[src/rtl/gather_address_with_index_wrap_macros.svh]
// ----------------------------------------------------------------------------
// Gather address generator assertion macros
// Concurrent assertion wrappers, compiled out for synthesis.
// ----------------------------------------------------------------------------
`ifndef GATHER_ADDRESS_WITH_INDEX_WRAP_MACROS_SVH
`define GATHER_ADDRESS_WITH_INDEX_WRAP_MACROS_SVH

`ifndef SYNTHESIS

// Property checked while out of reset
`define GAW_ASSERT(lbl, clk, rst_n, prop, msg) \
    lbl: assert property (@(posedge clk) disable iff (!rst_n) prop) else $error(msg);

// Property checked on every edge, reset included
`define GAW_ASSERT_ALWAYS(lbl, clk, prop, msg) \
    lbl: assert property (@(posedge clk) prop) else $error(msg);

`else

`define GAW_ASSERT(lbl, clk, rst_n, prop, msg)
`define GAW_ASSERT_ALWAYS(lbl, clk, prop, msg)

`endif

`endif

[src/rtl/gaw_pkg.sv]
// ----------------------------------------------------------------------------
// Gather address generator package
// Request types, register map and remainder step shared by the RTL.
// ----------------------------------------------------------------------------
`timescale 1ns / 1ps

package gaw_pkg;

    localparam int IDX_W       = 64;
    localparam int POS_W       = 31;
    localparam int FIELD_OFF_W = 32;
    localparam int DIV_BITS    = 2;
    localparam int DIV_STAGES  = IDX_W / DIV_BITS;
    localparam int DEF_OFFSET_WIDTH = 32;
    localparam int MAC_STAGES  = 4;
    localparam int ADDR_W      = 4;

    // Register indexes (paddr[3:2])
    localparam logic [1:0] REG_OUTER = 2'd0;
    localparam logic [1:0] REG_AXIS  = 2'd1;
    localparam logic [1:0] REG_INNER = 2'd2;
    localparam logic [1:0] REG_INDEX = 2'd3;

    typedef struct packed {
        logic signed [IDX_W-1:0] index_value;
        logic [POS_W-1:0]        outer_pos;
        logic [POS_W-1:0]        index_pos;
        logic [POS_W-1:0]        inner_pos;
    } t_in_req;

    typedef struct packed {
        logic [FIELD_OFF_W-1:0] source_offset;
        logic [FIELD_OFF_W-1:0] dest_offset;
        logic [POS_W-1:0]       wrapped_index;
        logic                   error;
    } t_out_req;

    // Positions riding alongside the remainder pipeline
    typedef struct packed {
        logic [POS_W-1:0] outer_pos;
        logic [POS_W-1:0] index_pos;
        logic [POS_W-1:0] inner_pos;
        logic             neg;
    } t_side;

    // Result of the wrap unit handed to the offset stages
    typedef struct packed {
        logic             vld;
        logic             err;
        logic [POS_W-1:0] wrapped;
        logic [POS_W-1:0] outer_pos;
        logic [POS_W-1:0] index_pos;
        logic [POS_W-1:0] inner_pos;
    } t_wrap_res;

    // One restoring remainder step: shift in a bit, subtract if it fits
    function automatic logic [POS_W-1:0] div_step(
        input logic [POS_W-1:0] rem,
        input logic             b,
        input logic [POS_W-1:0] len
    );
        logic [POS_W:0] t;
        t = {rem, b};
        if (t >= {1'b0, len}) begin
            t = t - {1'b0, len};
        end
        return t[POS_W-1:0];
    endfunction

endpackage

[src/rtl/gaw_mac.sv]
// ----------------------------------------------------------------------------
// Gather address generator: offset multiply-accumulate
// ((x*y + z)*k + c) mod 2^OFFSET_WIDTH over four register stages.
// ----------------------------------------------------------------------------
`timescale 1ns / 1ps

module gaw_mac #(
    parameter int OFFSET_WIDTH = gaw_pkg::DEF_OFFSET_WIDTH
) (
    input  logic                      i_clk,
    input  logic                      i_en,
    input  logic [gaw_pkg::POS_W-1:0] i_x,
    input  logic [gaw_pkg::POS_W-1:0] i_y,
    input  logic [gaw_pkg::POS_W-1:0] i_z,
    input  logic [gaw_pkg::POS_W-1:0] i_k,
    input  logic [gaw_pkg::POS_W-1:0] i_c,
    output logic [OFFSET_WIDTH-1:0]   o_sum
);
    import gaw_pkg::*;

    localparam int LO_W = (OFFSET_WIDTH + 1) / 2;
    localparam int HI_W = OFFSET_WIDTH - LO_W;

    logic [OFFSET_WIDTH-1:0] r_xy;
    logic [OFFSET_WIDTH-1:0] r_a;
    logic [OFFSET_WIDTH-1:0] r_plo;
    logic [HI_W-1:0]         r_phi;
    logic [OFFSET_WIDTH-1:0] r_sum;
    logic [POS_W-1:0]        r_z;
    logic [POS_W-1:0]        r_c1;
    logic [POS_W-1:0]        r_c2;
    logic [POS_W-1:0]        r_c3;

    logic [2*POS_W-1:0]  n_xy;
    logic [LO_W+POS_W-1:0] n_plo;
    logic [HI_W+POS_W-1:0] n_phi;

    // Partial products: the scaled base is split in two halves
    always_comb begin
        n_xy  = i_x * i_y;
        n_plo = r_a[LO_W-1:0] * i_k;
        n_phi = r_a[OFFSET_WIDTH-1:LO_W] * i_k;
    end

    always_ff @(posedge i_clk) begin
        if (i_en) begin
            r_xy  <= n_xy[OFFSET_WIDTH-1:0];
            r_z   <= i_z;
            r_c1  <= i_c;
            r_a   <= r_xy + OFFSET_WIDTH'(r_z);
            r_c2  <= r_c1;
            r_plo <= n_plo[OFFSET_WIDTH-1:0];
            r_phi <= n_phi[HI_W-1:0];
            r_c3  <= r_c2;
            r_sum <= r_plo + {r_phi, {LO_W{1'b0}}} + OFFSET_WIDTH'(r_c3);
        end
    end

    assign o_sum = r_sum;

endmodule

[config.mk]
export PLATFORM = sky130hd
export DESIGN_NAME = gaw_mac
export DESIGN_NICKNAME = d
export VERILOG_FILES = /design/src/rtl/gather_address_with_index_wrap_macros.svh /design/src/rtl/gaw_pkg.sv /design/src/rtl/gaw_mac.sv
export SDC_FILE = /design/constraint.sdc
export NUM_CORES = 2
export LEC_CHECK = 0
export ABC_AREA = 1
export BUFFER_PORTS_ARGS = -buffer_cell sky130_fd_sc_hd__buf_4
export CAP_MARGIN = 10
export CORE_MARGIN = 2
export CORE_UTILIZATION = 25
export DETAILED_ROUTE_END_ITERATION = 10
export PLACE_DENSITY = 0.44
export SLEW_MARGIN = 40
export SYNTH_ARGS = -nofsm -noshare
export SYNTH_HDL_FRONTEND = slang
export SYNTH_SLANG_ARGS = --single-unit
[constraint.sdc]
create_clock -name i_clk -period 7.5 [get_ports i_clk]
set_input_delay 1.125 -clock i_clk [delete_from_list [all_inputs] [get_ports i_clk]]
set_output_delay 1.125 -clock i_clk [all_outputs]
set_load 0.03 [all_outputs]
==> reports/metrics.csv <==
metric,value,unit
postRouteAntennaNets,0,
finalHoldViolations,0,
wl_met3,4.21,mm
port_buffers,188,
gp_congestion,0.849,
die_w,422,microns
grt_usage,14.3,%
tritoncts,built,
relSlewSlack,41.6,%
io_pins,189,
netlist_instances,5064,
cts_buffer_depth,3,
drc,0,
layout-drive-gt1-share,6.79,%
h-tree-depth,1,
final_nets,6453,
root_buffer,clkbuf_16,
postCtsSetupRepairBufs,0,
initial_core_util,25.2,%
clk_latency,0.62,ns
syn_area_per_cell,8.64,sq um
fillers,18900,
clock-sinks,268,
drt-met1-wl,52.8,mm
synthArstFlopShare,0,%
cts_hold_buf,0,
status,completed,
clkTransAtPathRegs,0.06,ns
slew_violations,0,
fmax,147,MHz
grt_pass1_wl,199,mm
synth_cell_type_count,48,
antenna_found_initial,0,
crit_fanout,10,
dp_hpwl,103,mm
drt_iter0_markers,1492,
cts_resized,0,
grt_setup_unrepaired,false,
ys_ff_latch,268,
vias_per_cell,4.18,
stdcell_count,7524,
multiInputGateArea,29800,sq um
min_path_cells,0,
maxCapViolCount,0,
finalCritPeriodShare,90.4,%
crit_type,in2reg,
rows,153,
highest_layer,met4,
wl,126,mm
holdCritPathClass,reg2reg,
crit_path_end_kind,flop,
min_period,6.78,ns
setup_viol,0,
critPathLaunchType,primary input,
diodes,0,
yosys_most_used_dff,edfxtp_1,
fin_skew,0.00972,ns
cp.arrival,7.14,ns
num_vias,31400,
syn_to_final_growth,12.2,%
wl_per_cell,16.7,microns
synth_edf_count,268,
tightest_slew,0.877,ns
syn-num-nets,6342,
drtPass1Iterations,5,
yosysSeqAreaShare,18.4,%
grt_remaining_overflow,0,
seq_area,8050,sq um
die_area,178000,sq um
finalSetupTns,0,ns
synth_area,43800,sq um
core_area,174000,sq um
grt_max_degree,107,
cp.required,7.86,ns
cts_buffers,31,
ys_warn_count,0,
worstRegToRegCells,21,
place_inst,7466,
die_y,422,microns
grt_pass1_vias,34500,
wl_met2,66.2,mm
holdWs,0.417,ns
-- path summary, 6_finish.rpt --
kind                               start        end  slack (ns)
worst max-delay path              i_y[4]   r_xy[28]        0.72
worst min-delay path            r_c2[21]   r_c3[21]        0.42
worst max register to register    r_a[2]  r_plo[28]        0.84
worst min register to register  r_c2[21]   r_c3[21]        0.42
-- logic make-up (layout without fill, tap and decap cells) --
logic type               Yosys count  in the layout  synth area share, %
buffers and inverters           1560           1695                 13.6
XOR/XNOR                         180            180                 3.62
flip-flops                       268            268                 18.4
AND/OR/NAND/NOR                 1653           1653                 14.7
AO/OA/AOI/OAI                    282            282                 3.76
adder cells (fa/ha/maj)         1121           1121                 46.0
-- through the flow --
stage	setup WS, ns	utilization [%]	cell area (sq um)
2_1_floorplan	0.185	-	43800
3_3_place_gp	0.0233	27.6	47900
3_5_place_dp	0.0116	27.6	48000
4_1_cts	0.711	28.2	49000
5_1_grt	0.396	28.2	49100
6_report	0.717	28.2	49100
-- Yosys cell counts, types with 8 or more instances --
library cell,number,area [sq um]
a21o_1,18,135
a21oi_1,132,661
a31oi_1,17,106
buf_1,24,90.1
buf_2,27,135
buf_4,8,60.1
clkbuf_1,139,522
edfxtp_1,268,8050
fa_1,810,16200
ha_1,311,3890
inv_1,1355,5090
nand2_1,1433,5380
nand3_1,78,390
nand3b_1,11,82.6
nand4_1,10,62.6
nor2_1,92,345
nor3_1,16,80.1
o21ai_0,51,255
o21ai_1,11,55.1
o21bai_1,15,113
xnor2_1,59,517
xor2_1,120,1050
-- worst max-delay path, stage by stage --
cell	delay (ns)
buf_4	0.16
buf_4	0.19
nand2_1	0.06
inv_1	0.05
fa_1	0.56
fa_1	0.45
fa_1	0.55
inv_1	0.06
fa_1	0.47
inv_1	0.07
fa_1	0.48
fa_1	0.56
fa_1	0.43
fa_1	0.46
ha_1	0.39
nand2_1	0.14
nor4_2	0.27
nand3b_1	0.10
nand3_1	0.14
nand2_1	0.07
nand2_1	0.12
a21oi_1	0.09
xor2_1	0.14
-- cell type report --
class	count	area share (%)
flip-flops and latches	268	16.4
clock buffers	37	1.63
repair buffers	280	4.58
inverters	1358	10.4
well taps	2325	5.93
multi-input cells	3236	60.7
clock inverters	20	0.413
-- metal layers --
| layer | up-vias | GRT usage [%] |
|---|---|---|
| li1 | 15000 | - |
| met1 | 15800 | 17.5 |
| met2 | 576 | 27.1 |
| met3 | 129 | 1.13 |
| met4 | 0 | 2.93 |
| met5 | - | 0 |
-- state kept, by name (all words and copies together), names as in the netlist, 31 cells and up --
name and cells:
r_a 32, r_c1 31, r_plo 32, r_c2 31, o_sum 32, r_xy 32
r_c3 31, r_z 31
-- cells in the final DEF, fill, tap and decap left out, types with 17 or more instances in the layout --
master     count
a21o_1        18
a21oi_1      132
a31oi_1       17
buf_4        264
clkbuf_16     31
edfxtp_1     268
fa_1         810
ha_1         311
inv_1       1355
nand2_1     1433
nand3_1       78
nor2_1        92
o21ai_0       51
xnor2_1       59
xor2_1       120
Power is left out: the tool's default activity adds up to more than one toggle a clock period on the data nets, which glitch-free logic cannot reach.
